$ cat config.mk
export PLATFORM = sky130hd
export DESIGN_NAME = psched_div
export DESIGN_NICKNAME = d
export VERILOG_FILES = /design/src/rtl/psched_div.sv
export SDC_FILE = /design/constraint.sdc
export NUM_CORES = 1
export LEC_CHECK = 0
export ABC_AREA = 1
export ABC_CLOCK_PERIOD_IN_PS = 5200
export BUFFER_PORTS_ARGS = -buffer_cell sky130_fd_sc_hd__buf_2
export CORE_MARGIN = 1.5
export CORE_UTILIZATION = 53
export CTS_BUF_LIST = sky130_fd_sc_hd__clkbuf_4
export DETAILED_ROUTE_END_ITERATION = 10
export PLACE_DENSITY = 0.8
export SLEW_MARGIN = 20
export SYNTH_ARGS = -nofsm -noshare
export SYNTH_HDL_FRONTEND = slang
export SYNTH_SLANG_ARGS = --single-unit
$ cat constraint.sdc
create_clock -name clk -period 5.2 [get_ports clk]
set_clock_uncertainty 0.1 [all_clocks]
set_input_delay 0.26 -clock clk [delete_from_list [all_inputs] [get_ports clk]]
set_output_delay 0.26 -clock clk [all_outputs]
set_load 0.01 [all_outputs]
$ cat src/rtl/psched_div.sv
module psched_div #(
  parameter int NUM_W = 30,
  parameter int DEN_W = 7
) (
  input  logic             clk,
  input  logic             rst,
  input  logic             start,
  input  logic [NUM_W-1:0] num,
  input  logic [DEN_W-1:0] den,
  output logic [NUM_W-1:0] quot,
  output logic             done
);

  localparam int CNT_W = $clog2(NUM_W + 1);

  logic [DEN_W-1:0] rem;
  logic [CNT_W-1:0] cnt;
  logic             busy;
  logic [DEN_W:0]   trial;
  logic             ge;

  // Restoring division, one quotient bit per cycle
  assign trial = {rem, quot[NUM_W-1]};
  assign ge    = trial >= {1'b0, den};

  always_ff @(posedge clk) begin
    if (rst) begin
      busy <= 1'b0;
      done <= 1'b0;
    end else if (start) begin
      quot <= num;
      rem  <= '0;
      cnt  <= CNT_W'(NUM_W);
      busy <= 1'b1;
      done <= 1'b0;
    end else if (busy) begin
      rem  <= ge ? DEN_W'(trial - {1'b0, den}) : DEN_W'(trial);
      quot <= {quot[NUM_W-2:0], ge};
      cnt  <= cnt - CNT_W'(1);
      if (cnt == CNT_W'(1)) begin
        busy <= 1'b0;
        done <= 1'b1;
      end
    end
  end

endmodule

# After elaboration in Yosys (flattened, before gate mapping)
# Cells that the tools add are included.
# totals
register_bits	44
in_bits	40
output_inout_bits	31
# op_classes
add_sub_neg	2
magnitude_cmp	1
eq_ne	1
mux	8
bitwise	1
reduce_logical	4
# ops
operator	n
2-to-1 mux 30 bit	2
2-to-1 mux 7 bit	2
greater-or-equal comparator 8 x 7 -> 1 bit	1
subtractor 7 bit	1
equality test 5 x 1 -> 1 bit, second input constant	1
2-to-1 mux 5 bit	1
subtractor 5 x 1 -> 5 bit, second input constant	1
AND reduction 2 bit	2
2-to-1 mux 1 bit	3
nonzero test 2 bit	1
OR reduction 2 bit	1
NOT 1 bit	1

# Logic depth before layout (Yosys ltp)
# depth
depth_word	4
mapped_depth	12
mapped_depth_nobuf	12

# Least setup slack after synthesis
# OpenSTA, ideal clock, no wires.
# synth_timing
path_kind	input port to flip-flop
from	in start
to	reg cnt[0] (enable)
t_arrival_ns	2.732
setup_slack_ns	1.911
cell_stages	4
path_buffers	2
cell_sequence	buf_2 inv_2 buf_2 a21oi_1
# synth_via
elab_chain_cells	2
# synth_rtl
item	line	rtl
start: declaration	7	input logic start,
nonzero test 2 bit (no line)	n/a	
AND reduction 2 bit (no line)	n/a	
end signal: assignment	33	cnt <= CNT_W'(NUM_W);
end signal: assignment	39	cnt <= cnt - CNT_W'(1);
end: declaration	17	logic [CNT_W-1:0] cnt;
# No other way between the ends.
# A chain may end at the register's enable or synchronous reset.

# Final worst setup path
# layout_timing
from	reg quot[29]
to	reg rem[2], data pin
# layout_via
elab_chain_cells	3
# layout_rtl
item	line	rtl
start: declaration	10	output logic [NUM_W-1:0] quot,
start signal: assignment	31	quot <= num;
start signal: assignment	38	quot <= {quot[NUM_W-2:0], ge};
subtractor 7 bit / greater-or-equal comparator 8 x 7 -> 1 bit (equally long branches)	37, 24	
2-to-1 mux 7 bit *	37	rem <= ge ? DEN_W'(trial - {1'b0, den}) : DEN_W'(trial);
2-to-1 mux 7 bit *	36	end else if (busy) begin
end signal: assignment	37	
end: declaration	16	logic [DEN_W-1:0] rem;
# Every way passes the cells marked *; elsewhere a longest branch is shown, timed or not. The select of a mux whose other input is x is not followed.

==> impl_metrics.py <==
metrics = {
    "layout": {
        "n_antenna_cell": 0,
        "mostFrequentLayoutCells": "nand2_1 (125), buf_2 (70), edfxtp_1 (42), inv_1 (30), nor2_1 (22)",
        "drive_above_1_share_pct": 24.3,
        "syn2layout_area_growth_pct": 20.6,
        "stdcell_count": 402,
        "layout_commonest_cell": "nand2_1",
        "num-nets-final": 399,
    },
    "sta": {
        "max_freq_mhz": 484,
        "worst_slew_margin_rel_pct": 57.2,
        "finalHoldWorstSlack_ns": 0.0578,
        "tightest_slew_ns": 0.642,
        "finalCriticalPeriod_ns": 2.07,
        "drv_slew": 0,
        "setup_viol": 0,
        "hold_violations": 0,
        "setup_tns_ns": 0,
        "rsz0062_at_grt": "no",
        "fin_crit_sh_pct": 39.7,
    },
    "critical_path": {
        "crit_slowest_cell": "fa_1",
        "arrival_ns": 2.19,
        "crit_family": "simple AND/OR/NAND/NOR gates",
        "worstPathRequired_ns": 5.32,
        "cpMostUsedCell": "nand2_1",
        "path_buf_inv": 2,
        "cp-end-kind": "register",
        "crit_fanout": 7,
        "crit_path_cell_trace": "inv_1, ha_1, fa_1, inv_1, nand2_1, nand2_1, nand2_1, nand2_1, nand2_1, nand3_1, nand2_1, nor2_1",
        "startpoint_type": "register",
        "cpPeakStageDelay_ns": 0.41,
        "r2r_setup_slack_ns": 3.13,
        "crit_type": "reg -> reg",
    },
    "clock_network": {
        "max-clock-path-buffers": 2,
        "cts_resized": 0,
        "cts_made_buffers": 5,
        "cts_root_buf": "clkbuf_4",
        "cts-htree-levels": 2,
        "clock_latency_ns": 0.36,
        "path_clk_slew_ns": 0.14,
        "cts_tree": "yes",
        "cts_sinks": 44,
    },
    "logic_synthesis": {
        "yosys.cell_types.count": 23,
        "syn_nets": 329,
        "yosysWarnings": 0,
        "synthCells": 279,
        "syn_avg_cell_area_sq_um": 8.46,
        "syn_area_sq_mm": 0.00236,
        "ys_seq_area_share_pct": 55.1,
        "ys_ff_latch": 44,
    },
    "pwr": {
        "power_frac_comb_pct": 19.9,
        "p_sw_mw": 0.224,
        "peakVddDrop_v": 0.000177,
        "p_int_mw": 0.584,
        "power_leakage_nw": 1.45,
        "cellPowerDensity_mw_per_mm2": 284,
        "power_frac_clock_pct": 26.5,
        "seq_power_share_pct": 53.6,
        "swShare_pct": 27.7,
    },
    "grt": {
        "antenna_found_initial": 0,
        "grt_max_degree": 44,
        "grt.total_usage_pct": 20.2,
        "first_global_vias": 1800,
        "grt-ovfl-total": 0,
        "grt_pass1_wl_um": 7890,
    },
    "floorplanning": {
        "die_area_sq_mm": 0.00486,
        "ios": 71,
        "die_h_um": 69.7,
        "core_sq_mm": 0.00432,
        "rows": 24,
        "initial_core_util_pct": 54.6,
        "die_w_um": 69.7,
    },
    "routing": {
        "drc": 0,
        "wl_um": 4660,
        "first_pass_iters": 5,
        "vias": 1986,
        "wl_per_cell_um": 11.6,
        "drtIter0Drc": 109,
        "vias_per_cell": 4.94,
        "drtAntennaViolNets": 0,
    },
    "placement": {
        "gp_congestion": 0.808,
        "port_buffers": 70,
        "place_inst": 393,
        "hpwl_um": 3340,
    },
    "min_path": {
        "min_path_type": "in -> reg",
    },
    "outcome": {
        "outcome": "complete, no violations",
    },
    "run": {
        "drv_cap": 0,
    },
}
## repair_timing
item,in CTS,in global routing
buffers inserted,0,0
hold endpoints to repair,1,0
endpoints found under the setup margin,0,0
hold buffers,1,0
## state kept, by name, summed over array words and instances (netlist names)
name	flops
cnt	5
busy	1
rem	7
quot	30
done	1
## per-stage QoR
stage / setup slack, ns / cell area (sq um) / power (mW) / util, %
after global routing: 2.91 / 2850 / 0.855 / 65.8
after CTS: 3.11 / 2850 / 0.813 / 65.8
after floorplan: 1.91 / 2360 / 0.550 / -
after global placement: 2.88 / 2760 / 0.597 / 63.7
after detailed placement: 2.82 / 2760 / 0.602 / 63.7
final: 3.13 / 2850 / 0.808 / 65.8
## cell families (layout without fill, tap and decap cells)
group / after synthesis / count (layout) / share of synthesized area, %
adders and majority gates: 10 / 10 / 5.62
xor gates and xnor gates: 2 / 2 / 0.742
buffers and inverters: 43 / 114 / 7.05
AOI/OAI and AO/OA: 12 / 12 / 3.02
and+or+nand+nor: 168 / 168 / 28.5
DFF: 44 / 44 / 55.1
## synth_stat cells
cell,count,share of area [%]
o21ai_1,5,1.1
dfxtp_1,2,1.7
buf_2,4,0.85
inv_1,30,4.8
nor3_1,1,0.21
nand2_1,125,20
clkinv_1,1,0.16
fa_1,1,0.85
nand3b_1,1,0.32
o21ai_0,1,0.21
or2_1,1,0.27
nand4_1,3,0.79
inv_2,3,0.48
xnor2_1,2,0.74
a21oi_1,5,1.1
nor2_4,1,0.48
a21oi_4,1,0.69
nand2_2,1,0.27
ha_1,9,4.8
clkbuf_1,5,0.79
nand3_1,13,2.8
nor2_1,22,3.5
edfxtp_1,42,53
## power groups by stage
| stage | Clock, mW | Sequential [mW] | Combinational (mW) |
|---|---|---|---|
| after floorplan | 0 | 0.447 | 0.102 |
| after global placement | 0 | 0.441 | 0.156 |
| after detailed placement | 0 | 0.440 | 0.162 |
| after CTS | 0.218 | 0.433 | 0.163 |
| after global routing | 0.233 | 0.436 | 0.185 |
| final | 0.214 | 0.433 | 0.161 |
## layer usage
metal	wire (um)	track usage (%)	share of wire, %	up-vias
met4	44	6.41	0.94	0
met1	1990	27.1	43	871
li1	-	-	-	1027
met3	338	3.92	7.3	4
met2	2290	33.5	49	84
met5	0	0	0	-
## cell type report
cell class                      count  area (sq um)
Fill cell                         363          1480
Sequential cell                    44          1300
Multi-Input combinational cell    192           905
Timing Repair Buffer               72           368
Inverter                           34           128
Tap cell                           52          65.1
Clock inverter                      3          42.5
Clock buffer                        5          37.5
## worst min-delay path, cell delays in order
cell	delay, ns
buf_2	0.07
nand2_1	0.04
nand2_1	0.05
## path summary, 6_finish.rpt
kind,startpoint,to,cells past startpoint
worst max-delay path,quot[29],rem[2],12
worst min-delay path,num[2],quot[2],3
worst max register to register,quot[29],rem[2],12
worst min register to register,done,done,2
No activity file was read; power rests on OpenSTA's default activity.
