<file path="src/rtl/psched_pkg.sv">
package psched_pkg;

  // Field widths of the job and result beats
  localparam int BURST_W     = 16;
  localparam int PRIO_W      = 8;
  localparam int JOBNUM_W    = 7;
  localparam int TIME_W      = 22;
  localparam int MAX_JOBS_DEF = 64;

  // Bus widths: tdata packed from bit 0 up, padded to whole bytes
  localparam int S_DATA_W = 24;
  localparam int M_DATA_W = 112;

  // One slot of the sorted chain
  typedef struct packed {
    logic                valid;
    logic [PRIO_W-1:0]   prio;
    logic [BURST_W-1:0]  burst;
    logic [JOBNUM_W-1:0] num;
  } entry_t;

  typedef enum logic [1:0] {
    CELL_HOLD,
    CELL_INSERT,
    CELL_SHIFT
  } cell_op_t;

  // Broadcast from the controller to every cell
  typedef struct packed {
    cell_op_t op;
    entry_t   job;
  } cell_ctrl_t;

endpackage

</file>
<file path="src/rtl/psched_cell.sv">
module psched_cell
  import psched_pkg::*;
(
  input  logic       clk,
  input  logic       rst,
  input  cell_ctrl_t ctrl,
  input  entry_t     prev_ent,
  input  logic       prev_shift,
  input  entry_t     next_ent,
  output entry_t     ent,
  output logic       shift
);

  // This slot moves down when it is empty or holds a strictly larger value,
  // so equal priorities stay in arrival order
  assign shift = !ent.valid || (ent.prio > ctrl.job.prio);

  always_ff @(posedge clk) begin
    if (rst) begin
      ent.valid <= 1'b0;
    end else begin
      unique case (ctrl.op)
        CELL_HOLD: begin
          ent <= ent;
        end
        CELL_INSERT: begin
          if (shift) begin
            ent <= prev_shift ? prev_ent : ctrl.job;
          end
        end
        CELL_SHIFT: begin
          ent <= next_ent;
        end
        default: begin
          ent <= ent;
        end
      endcase
    end
  end

endmodule

</file>
<file path="config.mk">
export PLATFORM = sky130hd
export DESIGN_NAME = psched_cell
export DESIGN_NICKNAME = d
export VERILOG_FILES = /design/src/rtl/psched_pkg.sv /design/src/rtl/psched_cell.sv
export SDC_FILE = /design/constraint.sdc
export NUM_CORES = 1
export LEC_CHECK = 0
export ABC_AREA = 1
export BUFFER_PORTS_ARGS = -buffer_cell sky130_fd_sc_hd__buf_2
export CAP_MARGIN = 20
export CORE_UTILIZATION = 37
export DETAILED_ROUTE_END_ITERATION = 10
export HOLD_SLACK_MARGIN = 0.05
export PLACE_DENSITY = 0.76
export SETUP_SLACK_MARGIN = 0.3
export SLEW_MARGIN = 5
export SYNTH_ARGS = -nofsm -noshare
export SYNTH_HDL_FRONTEND = slang
export SYNTH_SLANG_ARGS = --single-unit
</file>
<file path="constraint.sdc">
create_clock -name clk -period 2 [get_ports clk]
set_input_delay 0.1 -clock clk [delete_from_list [all_inputs] [get_ports clk]]
set_output_delay 0.1 -clock clk [all_outputs]
set_load 0.03 [all_outputs]
</file>
=== Word-level counts from Yosys, hierarchy flattened ===
Index checks and enable logic that the tools add are counted.

* $lt $le $gt $ge: 1
* Equal/unequal tests: 3
* Muxes and demuxes: 3
* Bitwise logic cells: 1
* Reductions and logical operators: 5

{| class="wikitable"
|+ Operator list
! operator !! count
|-
| two-way mux 32 bit || 2
|-
| one-hot mux 32 bit (2 select lines) || 1
|-
| greater-than comparator 8 bit || 1
|-
| AND reduction 3 bit || 1
|-
| == test 2 x 1 -> 1 bit (second input constant) || 1
|-
| == test 2 bit (second input constant) || 1
|-
| inequality test 2 bit (second input constant) || 1
|-
| AND reduction 2 bit || 1
|-
| nonzero test 2 bit || 1
|-
| logical NOT 1 bit || 1
|-
| logical OR 1 bit || 1
|-
| inverter 1 bit || 1
|}

* Flip-flop bits (word level): 32
* Bits of input ports: 101
* Output and inout port bits: 33
* Logic and storage cells: 17

=== Longest topological paths before layout ===
Gate-level depths: netlist of run 1.

* Depth after elaboration: 4
* Gate-level depth with buffers: 13
* Gate-level depth less buffers: 13

=== Least setup slack after synthesis of run 1 ===
OpenSTA, ideal clock, no wires.

* Path kind: register to register
* From: register ent[30] in the netlist's numbering
* To: register ent[0] in the netlist's numbering (enable)
* Setup time: 0.386 ns
* Data arrival time: 1.947 ns
* Required time: 1.614 ns
* Setup slack: -0.333 ns
* Stages on the path, launching flop included: 10
* Period minus slack after synthesis: 2.333 ns
* Path through: edfxtp_1 > ha_1 > nand2_1 > nor2_2 > nand2_1 > nand2_1 > nand2_1 > nand3_2 > nand2_1 > inv_1

* Cells in the longest elaborated chain, start to end: 4

{| class="wikitable"
|+ Ends and longest elaborated chain
! what !! RTL line !! source
|-
| start, declared || psched_cell.sv:10 || <nowiki>output entry_t ent,</nowiki>
|-
| start signal, assigned || psched_cell.sv:24 || <nowiki>ent <= ent;</nowiki>
|-
| start signal, assigned || psched_cell.sv:28 || <nowiki>ent <= prev_shift ? prev_ent : ctrl.job;</nowiki>
|-
| start signal, assigned || psched_cell.sv:32 || <nowiki>ent <= next_ent;</nowiki>
|-
| greater-than comparator 8 bit || psched_cell.sv:16 || <nowiki>assign shift = !ent.valid || (ent.prio > ctrl.job.prio);</nowiki>
|-
| logical OR 1 bit || psched_cell.sv:16 ||
|-
| inequality test 2 bit (no source line) || - ||
|-
| AND reduction 3 bit (no source line) || - ||
|}

Every way passes these cells.
A chain may end at the register's enable or synchronous reset.

=== Worst setup path in the final report of run 1 ===
* From: register ent[28] in the netlist's numbering
* To: register ent[18] in the netlist's numbering (enable)

Same word-level chain as after synthesis.

==> results.md, run 1 <==
- Max Clock Skew: between 5 and 6 ps
- Static Leakage: around 1.4 nW
- Most frequent cells in the layout: buf_2 (132), a21oi_1 (64), nand2_1 (40), nor2_1 (34), edfxtp_1 (31)
- I/O pins: approximately 130
- TNS Setup: 0 ps
- CTS buffer count: 5
- Worst setup EP type: flop
- Share of flip-flops with an asynchronous set or reset: 0
- Die area: 5400 µm²
- #FFs+latches synth: 32
- Area leader, netlist: edfxtp_1
- CORE AREA: about 4800 µm²
- Die H: 73.5 µm
- Initial cell density of the core: 0.393
- CTS Root Buffer Type: clkbuf_8
- TritonCTS clock tree: yes
- CP most frequent cell: nand2_2
- Largest net degree at the start of global routing: 33
- Synth area leaders: edfxtp_1 (49%), a21oi_1 (17%), nand2_1 (8.9%)
- Hold WC Path Type: input port to flop
- Dpl cells: approximately 420
- Final ANT Viol Nets: 0
- Req. time, crit path: 2040 ps
- Kind of critical path: flop to flop
- Synth Instances: 224
- Mapped cell area: approximately 1900 µm²
- Yosys cell types: 18
- Share of cells above drive strength 1: 0.468
- Placed Area: approximately 2600 µm²
- Max-slew violations: 0
- Syn Area/Cell: between 8 and 9 µm²
- First-pass GRT wire length: a little under 8000 µm
- Final cell count without fillers: 426
- Vias in the first global route: 1889
- Max reg flops: 32
- H-tree lvl count: 2
- Power Dens Cells: ~640 nW/µm²
- Top_reg_cell synth: edfxtp_1
- Hold-fix buffers at CTS: 0
- Reg clk slew, reported paths: 70 ps
- Worst Setup EP: ent[18]
- Biggest register: ent
- GPL Wtd Cong: 0.818
- Clock buffer depth: 2
- Delay-heaviest family, CP: simple AND/OR/NAND/NOR gates
- R2R depth: 9
- Routed length per instance: approximately 12 µm
- Commonest non-fill, non-tap cell in the layout: buf_2
- Final Hold Vio Count: 0
- CTS Sinks: 32
- Total Power: ~1.8 mW
- 1st-iter DRT viols: around 120
- Worst Setup Start Kind: flop
- Antenna violations before repair: 0
- CP cell instances: ha_4 -> nand2_1 -> nor2_4 -> nand4_1 -> nand2_2 -> nand3_2 -> nand2_2 -> clkinvlp_4 -> buf_12
- Cell row count: 25
- Tcrit/Tclk final: 0.925
- Worst r2r src: ent[28]
- Post-Route WL: slightly above 5000 µm
- Grt ovf: 0
- Nets@finish: about 470
- ANT cells: 0
- Via Count: roughly 2000
- Crit path from: ent[28]
- Ys Warns: 0
- RSZ-0062 raised after global routing: yes
- Tmin final: around 1800 ps
- Peak supply drop: approximately 0.33 mV
- Hold path startpoint: rst
- Max_slew headroom: 0.635
- Final setup viols: 0
- Crit path depth: 9
- GRT Util Overall: 0.192
- Fin area: approximately 2800 µm²
- Max Fclk: 541 MHz
- Area delta synth->final: 50.1%
- Port Buffers: roughly 130
- Final HPWL from detailed placement: approximately 3800 µm
- Die X: between 70 and 80 µm
- R2R setup slack: 150 ps
- Worst Path Arrival: about 1900 ps
- Worst-path maximum fanout: 18
- DR vias/cell: between 4 and 5
- Reg2reg end: ent[18]
- Post-synthesis sequential area ratio: 0.503
- WP buf/inv: 2
- Syn nets: 335
- Worst-margin pin slew: around 550 ps
- DRT Pass-1 Iters: 5
- Clk_lat worst skew: approximately 270 ps
- Largest stage delay, worst path: around 440 ps
- Max-cap violations: 0
- DRC: 0
- Largest regs: ent: 32 flops
- Status: completed
- Crit-path slowest cell: edfxtp_1
- Post-synth EDFFs: 31
- Area share of the largest cell type after synthesis: 0.492
-- layout make-up --
| class | instances | area, µm² |
|---|---|---|
| Tap cell | 67 | 83.8 |
| Fill cell | 448 | 1980 |
| Inverter | 16 | 63.8 |
| Clock inverter | 3 | 23.8 |
| Timing Repair Buffer | 141 | 756 |
| Sequential cell | 32 | 951 |
| Multi-Input combinational cell | 162 | 892 |
| Clock buffer | 5 | 68.8 |
-- routing by layer --
| layer | vias up | GRT usage | routed length, µm |
|---|---|---|---|
| met2 | 89 | 0.348 | 2680 |
| met4 | 0 | 0.0940 | 96 |
| li1 | 1028 | - | - |
| met5 | - | 0 | 0 |
| met1 | 869 | 0.214 | 2070 |
| met3 | 9 | 0.0370 | 339 |
-- worst register-to-register path, cell delays in order (launching register included) --
cell and delay (ps):
edfxtp_1 440, ha_4 300, nand2_1 80, nor2_4 90, nand4_1 100, nand2_2 110
nand3_2 90, nand2_2 100, clkinvlp_4 120, buf_12 170
-- how the worst min path moves through the flow --
stage | to | slack, ps | cells after the start
after global placement | ent[31] | 370 | 3
after global routing | ent[31] | 80 | 3
final | ent[31] | 80 | 3
after CTS | ent[31] | 80 | 3
after detailed placement | ent[31] | 370 | 3
after floorplan | ent[31] | 260 | 2
-- where the power goes --
group / switching [mW] / internal (mW)
clock network: 0.240 / 0.246
registers: 0.0182 / 0.800
logic: 0.293 / 0.207
-- cell usage after synthesis, types with 2 or more instances --
| cell | n |
|---|---|
| a21oi_1 | 65 |
| inv_2 | 2 |
| buf_4 | 3 |
| edfxtp_1 | 31 |
| inv_1 | 14 |
| nor2_1 | 34 |
| ha_1 | 10 |
| buf_2 | 11 |
| nand2_1 | 45 |
-- per-stage QoR --
step	util	worst slack [ps]	hold slack (ps)
global route	0.589	57.9	82.5
detailed placement	0.544	79.1	373
CTS	0.576	162	76.0
floorplan	-	-224	263
finish	0.589	151	84.7
global placement	0.544	165	370
-- kinds of logic after synthesis --
family / count (synthesis) / synth area share
compound gates: 68 / 0.184
fa+ha+maj: 10 / 0.0661
buf+inv: 30 / 0.0728
flops: 32 / 0.503
simple gates: 84 / 0.175
-- repair_timing --
action / in CTS / in global routing
setup buffers: 2 / 1
gates resized for setup: 9 / 9
endpoints found under the setup margin: 32 / 32
pin swaps: 1 / 1
Note: power is estimated with default switching activity, not from simulation.
==> run 2: changes to the inputs <==
--- a/config.mk
+++ b/config.mk
@@ -8,10 +8,11 @@
 export ABC_AREA = 1
 export BUFFER_PORTS_ARGS = -buffer_cell sky130_fd_sc_hd__buf_2
 export CAP_MARGIN = 20
-export CORE_UTILIZATION = 37
+export CORE_UTILIZATION = 44
 export DETAILED_ROUTE_END_ITERATION = 10
+export GPL_ROUTABILITY_DRIVEN = 0
 export HOLD_SLACK_MARGIN = 0.05
-export PLACE_DENSITY = 0.76
+export PLACE_DENSITY = 0.85
 export SETUP_SLACK_MARGIN = 0.3
 export SLEW_MARGIN = 5
 export SYNTH_ARGS = -nofsm -noshare
==> constraint.sdc (replaced) <==
create_clock -name clk -period 2.2 [get_ports clk]
set_input_delay 0.11 -clock clk [delete_from_list [all_inputs] [get_ports clk]]
set_output_delay 0.11 -clock clk [all_outputs]
set_load 0.03 [all_outputs]
==> run 2 against run 1 <==
  * Die area down 15%
  * Worst hold slack better by 13 ps
  * Sequential power shrank 9.4%
  * Clock skew shrank 2.8 ps
  * Critical path depth unchanged
  * First-iteration DRC count is 2.6% higher
  * Fmax grew 0.11%
  * Setup slack improved by 200 ps
  * Flip-flop and latch count unchanged
  * Non-clock buffer count fell by 3
  * Critical endpoint is now ent[20]
==> results.md, run 2 (synthesis gave the netlist of run 1 again) <==
- Tcrit/Tclk final: 0.840
- Final Hold Vio Count: 0
- Hold path depth: 3
- Peak supply drop: 0.460 mV
- CTS buffer count: 5
- Fin area: approximately 2700 µm²
- Max-slew violations: 0
- Power Dens Cells: 582 nW/µm²
- GRT Util Overall: 0.227
- Max Fclk: 541 MHz
- Max reg flops: 32
- Nets@finish: about 470
- Clk_lat worst skew: between 200 and 300 ps
- Placed Area: around 2600 µm²
- R2R depth: 9
- Cell row count: 23
- Tmin final: 1850 ps
- Largest net degree at the start of global routing: 33
- Commonest non-fill, non-tap cell in the layout: buf_2
- Vias in the first global route: ~1800
- Port Buffers: 133
- Max_slew headroom: 0.636
- Worst Setup Start Kind: flop
- Die area: ~4600 µm²
- Clock buffer depth: 2
- Die H: 67.6 µm
- Final ANT Viol Nets: 0
- Worst-margin pin slew: roughly 540 ps
- Post-Route WL: roughly 5100 µm
- RSZ-0062 raised after global routing: yes
- Biggest register: ent
- Area delta synth->final: 43.5%
- 1st-iter DRT viols: between 100 and 150
- Reg clk slew, reported paths: 60 ps
- Kind of critical path: flop to flop
- Max Clock Skew: slightly above 3 ps
- I/O pins: roughly 130
- Worst Path Arrival: ~1900 ps
- Die X: ~68 µm
- CORE AREA: 4060 µm²
- Via Count: between 2000 and 2500
- H-tree lvl count: 2
- Most frequent cells in the layout: buf_2 (133), a21oi_1 (64), nand2_1 (43), nor2_1 (34), edfxtp_1 (31)
- Routed length per instance: 12.5 µm
- Worst-path maximum fanout: 21
- Antenna violations before repair: 0
- ANT cells: 0
- Share of cells above drive strength 1: 0.435
- Max-cap violations: 0
- DRT Pass-1 Iters: 4
- Status: completed
- Largest regs: ent: 32 flops
- CTS Root Buffer Type: clkbuf_8
- Hold-fix buffers at CTS: 0
- Req. time, crit path: ~2200 ps
- CTS Sinks: 32
- Layout fillers: around 340
- Final setup viols: 0
- Hold WC Path Type: input port to flop
- DRC: 0
- Worst setup EP type: flop
- Static Leakage: ~1.3 nW
- TritonCTS clock tree: yes
- Grt ovf: 0
- Final HPWL from detailed placement: 3800 µm
- First-pass GRT wire length: just under 8000 µm
- TNS Setup: 0 ps
- DR vias/cell: a little under 5
- Initial cell density of the core: 0.466
-- run 2: changes by cell type in the layout (fill, tap and decap cells not counted), sizes merged --
cell / before / now
clkinvlp: 3 / 1
buf: 141 / 138
clkbuf: 5 / 7
-- run 2: final cells by class --
class / count / area (µm²) / area share
Clock inverter: 1 / 3.75 / 0.00138
Multi-Input combinational cell: 162 / 837 / 0.308
Clock buffer: 7 / 76.3 / 0.0281
Inverter: 16 / 63.8 / 0.0235
Tap cell: 50 / 62.6 / 0.0231
Timing Repair Buffer: 138 / 719 / 0.265
Sequential cell: 32 / 951 / 0.350
-- run 2: per-stage QoR --
stage / utilization / power (mW) / worst slack (ps) / hold WS, ps / std cells
2_1_floorplan: - / 1.00 / -23.7 / 273 / 224
6_report: 0.669 / 1.58 / 353 / 97.8 / 406
3_3_place_gp: 0.637 / 1.16 / 319 / 381 / 398
3_5_place_dp: 0.637 / 1.17 / 226 / 382 / 398
4_1_cts: 0.659 / 1.59 / 313 / 90.6 / 406
5_1_grt: 0.669 / 1.67 / 215 / 101 / 406
-- run 2: path summary, 6_finish.rpt --
| path | startpoint | to | slack, ps |
|---|---|---|---|
| setup / recovery | ent[30] | ent[20] | 350 |
| hold / removal | rst | ent[31] | 100 |
| setup reg to reg | ent[30] | ent[20] | 350 |
| hold reg to reg | ent[31] | ent[31] | 520 |
-- run 2: per-layer routing --
metal | global-route usage | wire (µm) | up-vias
met1 | 0.254 | 2060 | 889
met3 | 0.0507 | 299 | 10
met4 | 0.0931 | 87 | 0
met5 | 0 | 0 | -
met2 | 0.410 | 2620 | 90
li1 | - | - | 1023
-- run 2: timing repair --
action	4_1_cts	5_1_grt
resized for setup	2	6
setup buffers	0	0
setup endpoints to repair	21	31
-- run 2: critical path: stages (launching register included) --
cell and delay, ps:
edfxtp_1 380, ha_1 310, nand2_1 80, nor2_2 140, nand4_1 100, nand2_2 110
nand3_2 90, nand2_2 100, clkinvlp_4 110, buf_12 170
-- run 2: power by group --
group | internal, mW | switching (mW) | leakage, nW
sequential | 0.727 | 0.0135 | 0.299
combinational | 0.170 | 0.258 | 0.988
clock | 0.220 | 0.192 | 0.0399
total | 1.12 | 0.463 | 1.33
==> run 3: changes to the inputs <==
--- a/config.mk
+++ b/config.mk
@@ -5,14 +5,14 @@
 export SDC_FILE = /design/constraint.sdc
 export NUM_CORES = 1
 export LEC_CHECK = 0
-export ABC_AREA = 1
+export ABC_AREA = 0
 export BUFFER_PORTS_ARGS = -buffer_cell sky130_fd_sc_hd__buf_2
 export CAP_MARGIN = 20
-export CORE_UTILIZATION = 44
+export CORE_UTILIZATION = 41
 export DETAILED_ROUTE_END_ITERATION = 10
 export GPL_ROUTABILITY_DRIVEN = 0
 export HOLD_SLACK_MARGIN = 0.05
-export PLACE_DENSITY = 0.85
+export PLACE_DENSITY = 0.81
 export SETUP_SLACK_MARGIN = 0.3
 export SLEW_MARGIN = 5
 export SYNTH_ARGS = -nofsm -noshare
==> constraint.sdc (replaced) <==
create_clock -name clk -period 1.85 [get_ports clk]
set_input_delay 0.0925 -clock clk [delete_from_list [all_inputs] [get_ports clk]]
set_output_delay 0.0925 -clock clk [all_outputs]
set_load 0.03 [all_outputs]
==> run 3 against run 2 <==
  * The run now ends with setup timing left
  * Worst hold slack got worse by 2.5 ps
  * Cell area grew 0.92%
  * Die area grew 5.9%
  * Largest power group unchanged
  * Highest routed layer unchanged
==> results.md, run 3 <==
- CORE AREA: 4380 µm²
- Area leader, netlist: edfxtp_1
- Reg2reg end: ent[19]
- Max-cap violations: 0
- Worst-path maximum fanout: 31
- First-pass GRT wire length: between 7000 and 8000 µm
- Min Hold Slack: ~95 ps
- Final HPWL from detailed placement: 3820 µm
- Placed Area: between 2000 and 3000 µm²
- Crit-path slowest cell: edfxtp_1
- Most frequent cells in the layout: buf_2 (132), nand2_1 (33), mux2i_1 (32), o21ai_0 (31), edfxtp_1 (31)
- Biggest register: ent
- Top-count cell post-synth: nand2_1
- Synth Instances: around 180
- Port Buffers: roughly 130
- Nets@finish: 421
- Area delta synth->final: 46.4%
- Final setup viols: 32
- Syn nets: ~290
- Power Dens Cells: slightly below 700 nW/µm²
- DRT Pass-1 Iters: 4
- Share of flip-flops with an asynchronous set or reset: 0
- Place WS: -253 ps
- Largest net degree at the start of global routing: 35
- Worst Setup Start Kind: flop
- Syn Area/Cell: ~11 µm²
- R2R depth: 7
- Delay-heaviest family, CP: compound AO/OA/AOI/OAI gates
- Post-synthesis sequential area ratio: 0.508
- Post-CTS setup repair buffer count: 0
- Share of cells above drive strength 1: 0.490
- Max reg flops: 32
- Vias in the first global route: between 1500 and 2000
- Hold path startpoint: next_ent[13]
- I/O pins: 134
- Largest stage delay, worst path: around 440 ps
- Dpl cells: between 300 and 400
- Grt ovf: 0
- ANT cells: 0
- Commonest non-fill, non-tap cell in the layout: buf_2
- Die area: 4840 µm²
- Ys Warns: 0
- TritonCTS clock tree: yes
- Post-synth top cells: nand2_1 (34), mux2i_1 (32), o21ai_0 (32)
- Yosys cell types: 19
- DR vias/cell: roughly 5
- Static Leakage: roughly 1.4 nW
- Req. time, crit path: approximately 1800 ps
- R2R setup slack: -240 ps
- Fin area: roughly 2700 µm²
- Clock buffer depth: 2
- Tmin final: 2090 ps
- Initial cell density of the core: 0.427
- Worst setup margin: -244 ps
- Final cell count without fillers: 362
- Hold WC Path Type: input port to flop
- 1st-iter DRT viols: 48
- Tcrit/Tclk final: 1.13
- Hold path depth: 3
- Synth area leaders: edfxtp_1 (50%), mux2i_1 (17%), o21ai_0 (8.6%)
- Max Clock Skew: roughly 6.2 ps
- Mapped cell area: about 1900 µm²
- H-tree lvl count: 2
- Routed length per instance: around 13 µm
- Max_slew headroom: 0.788
- Final Hold Vio Count: 0
- Worst-margin pin slew: ~320 ps
- CP cell instances: ha_4 -> nor2b_4 -> o211ai_1 -> a21oi_1 -> o22ai_2 -> a311oi_4 -> buf_12
- Failing checks: setup timing
- #FFs+latches synth: 32
- Worst Path Arrival: about 2100 ps
- Largest regs: ent: 32 flops
- DRC: 0
- WP buf/inv: 1
- Antenna violations before repair: 0
- Kind of critical path: flop to flop
- Reg clk slew, reported paths: 70 ps
- Via Count: 1763
- Cell row count: 24
- Post-synth EDFFs: 31
- Worst Hold Path EP: ent[13]
- Final ANT Viol Nets: 0
- Die H: approximately 70 µm
- Max Fclk: between 400 and 500 MHz
- CTS Root Buffer Type: clkbuf_8
- RSZ-0062 raised after global routing: yes
- Area share of the largest cell type after synthesis: 0.498
- Status: complete, but fails checks
- Die X: around 70 µm
- Worst setup EP type: flop
- Clk_lat worst skew: 280 ps
- GRT Util Overall: 0.201
- Top_reg_cell synth: edfxtp_1
- CTS buffer count: 5
- Worst r2r src: ent[24]
- Post-Route WL: roughly 4700 µm
- Max-slew violations: 0
- Peak supply drop: 0.378 mV
- CTS Sinks: 32
## run 3: changes by cell type after synthesis, moves of 2 or more
cell      change
inv_2         -2
clkbuf_1      +7
a21oi_1      -61
nand2_1      -11
buf_2         -8
inv_1         -3
o21ai_0      +32
buf_4         -3
nor2_1       -34
mux2i_1      +32
## run 3: cells by family after synthesis
logic type | count (synthesis) | share of synthesized area
buffers and inverters | 22 | 0.0502
AND/OR/NAND/NOR | 37 | 0.0783
flip-flops | 32 | 0.508
adder cells (fa/ha/maj) | 10 | 0.0669
multiplexers | 33 | 0.177
AO/OA/AOI/OAI | 41 | 0.119
## run 3: layout make-up
cell class | instances | area, µm²
Clock buffer | 6 | 72.6
Clock inverter | 1 | 5.00
Fill cell | 379 | 1650
Inverter | 11 | 41.3
Multi-Input combinational cell | 121 | 875
Sequential cell | 32 | 951
Tap cell | 52 | 65.1
Timing Repair Buffer | 139 | 729
## run 3: power breakdown
group          switching (mW)  internal (mW)
Combinational           0.280          0.211
Sequential             0.0180          0.864
Clock                   0.234          0.255
## run 3: metrics by stage
| step | TNS [ps] | power, mW | utilization |
|---|---|---|---|
| after floorplan | -27070 | 1.17 | - |
| after global placement | -4540 | 1.36 | 0.599 |
| after detailed placement | -7810 | 1.38 | 0.599 |
| after CTS | -7860 | 1.88 | 0.625 |
| after global routing | -9110 | 1.96 | 0.625 |
| final | -7510 | 1.86 | 0.625 |
## run 3: worst min-delay path: cells and delay by family
kind	cells	cell delay (ps)
compound gates	1	50
buf+inv	1	70
simple gates	1	40
## run 3: how the worst max path moves through the flow
| stage | from | slack [ps] | cells after the start | endpoint |
|---|---|---|---|---|
| global route | ent[24] | -290 | 7 | ent[23] |
| global placement | ent[24] | -150 | 7 | ent[18] |
| detailed placement | ent[24] | -250 | 7 | ent[3] |
| floorplan | ent[24] | -870 | 6 | ent[0] |
| finish | ent[24] | -240 | 7 | ent[19] |
| CTS | ent[24] | -250 | 7 | ent[0] |
## run 3: per-layer routing
layer / track usage / wire length [µm] / vias up / part of all wire
met5: 0 / 0 / - / 0
met4: 0.0658 / 61 / 0 / 0.013
met3: 0.0654 / 312 / 6 / 0.066
met2: 0.365 / 2530 / 65 / 0.54
met1: 0.220 / 1790 / 792 / 0.38
li1: - / - / 900 / -
## run 3: what timing repair did
item                                    CTS  global route
endpoints found under the setup margin   33            33
resized for setup                         6             1
pin swaps                                 1             0
hold buffers                              0             0
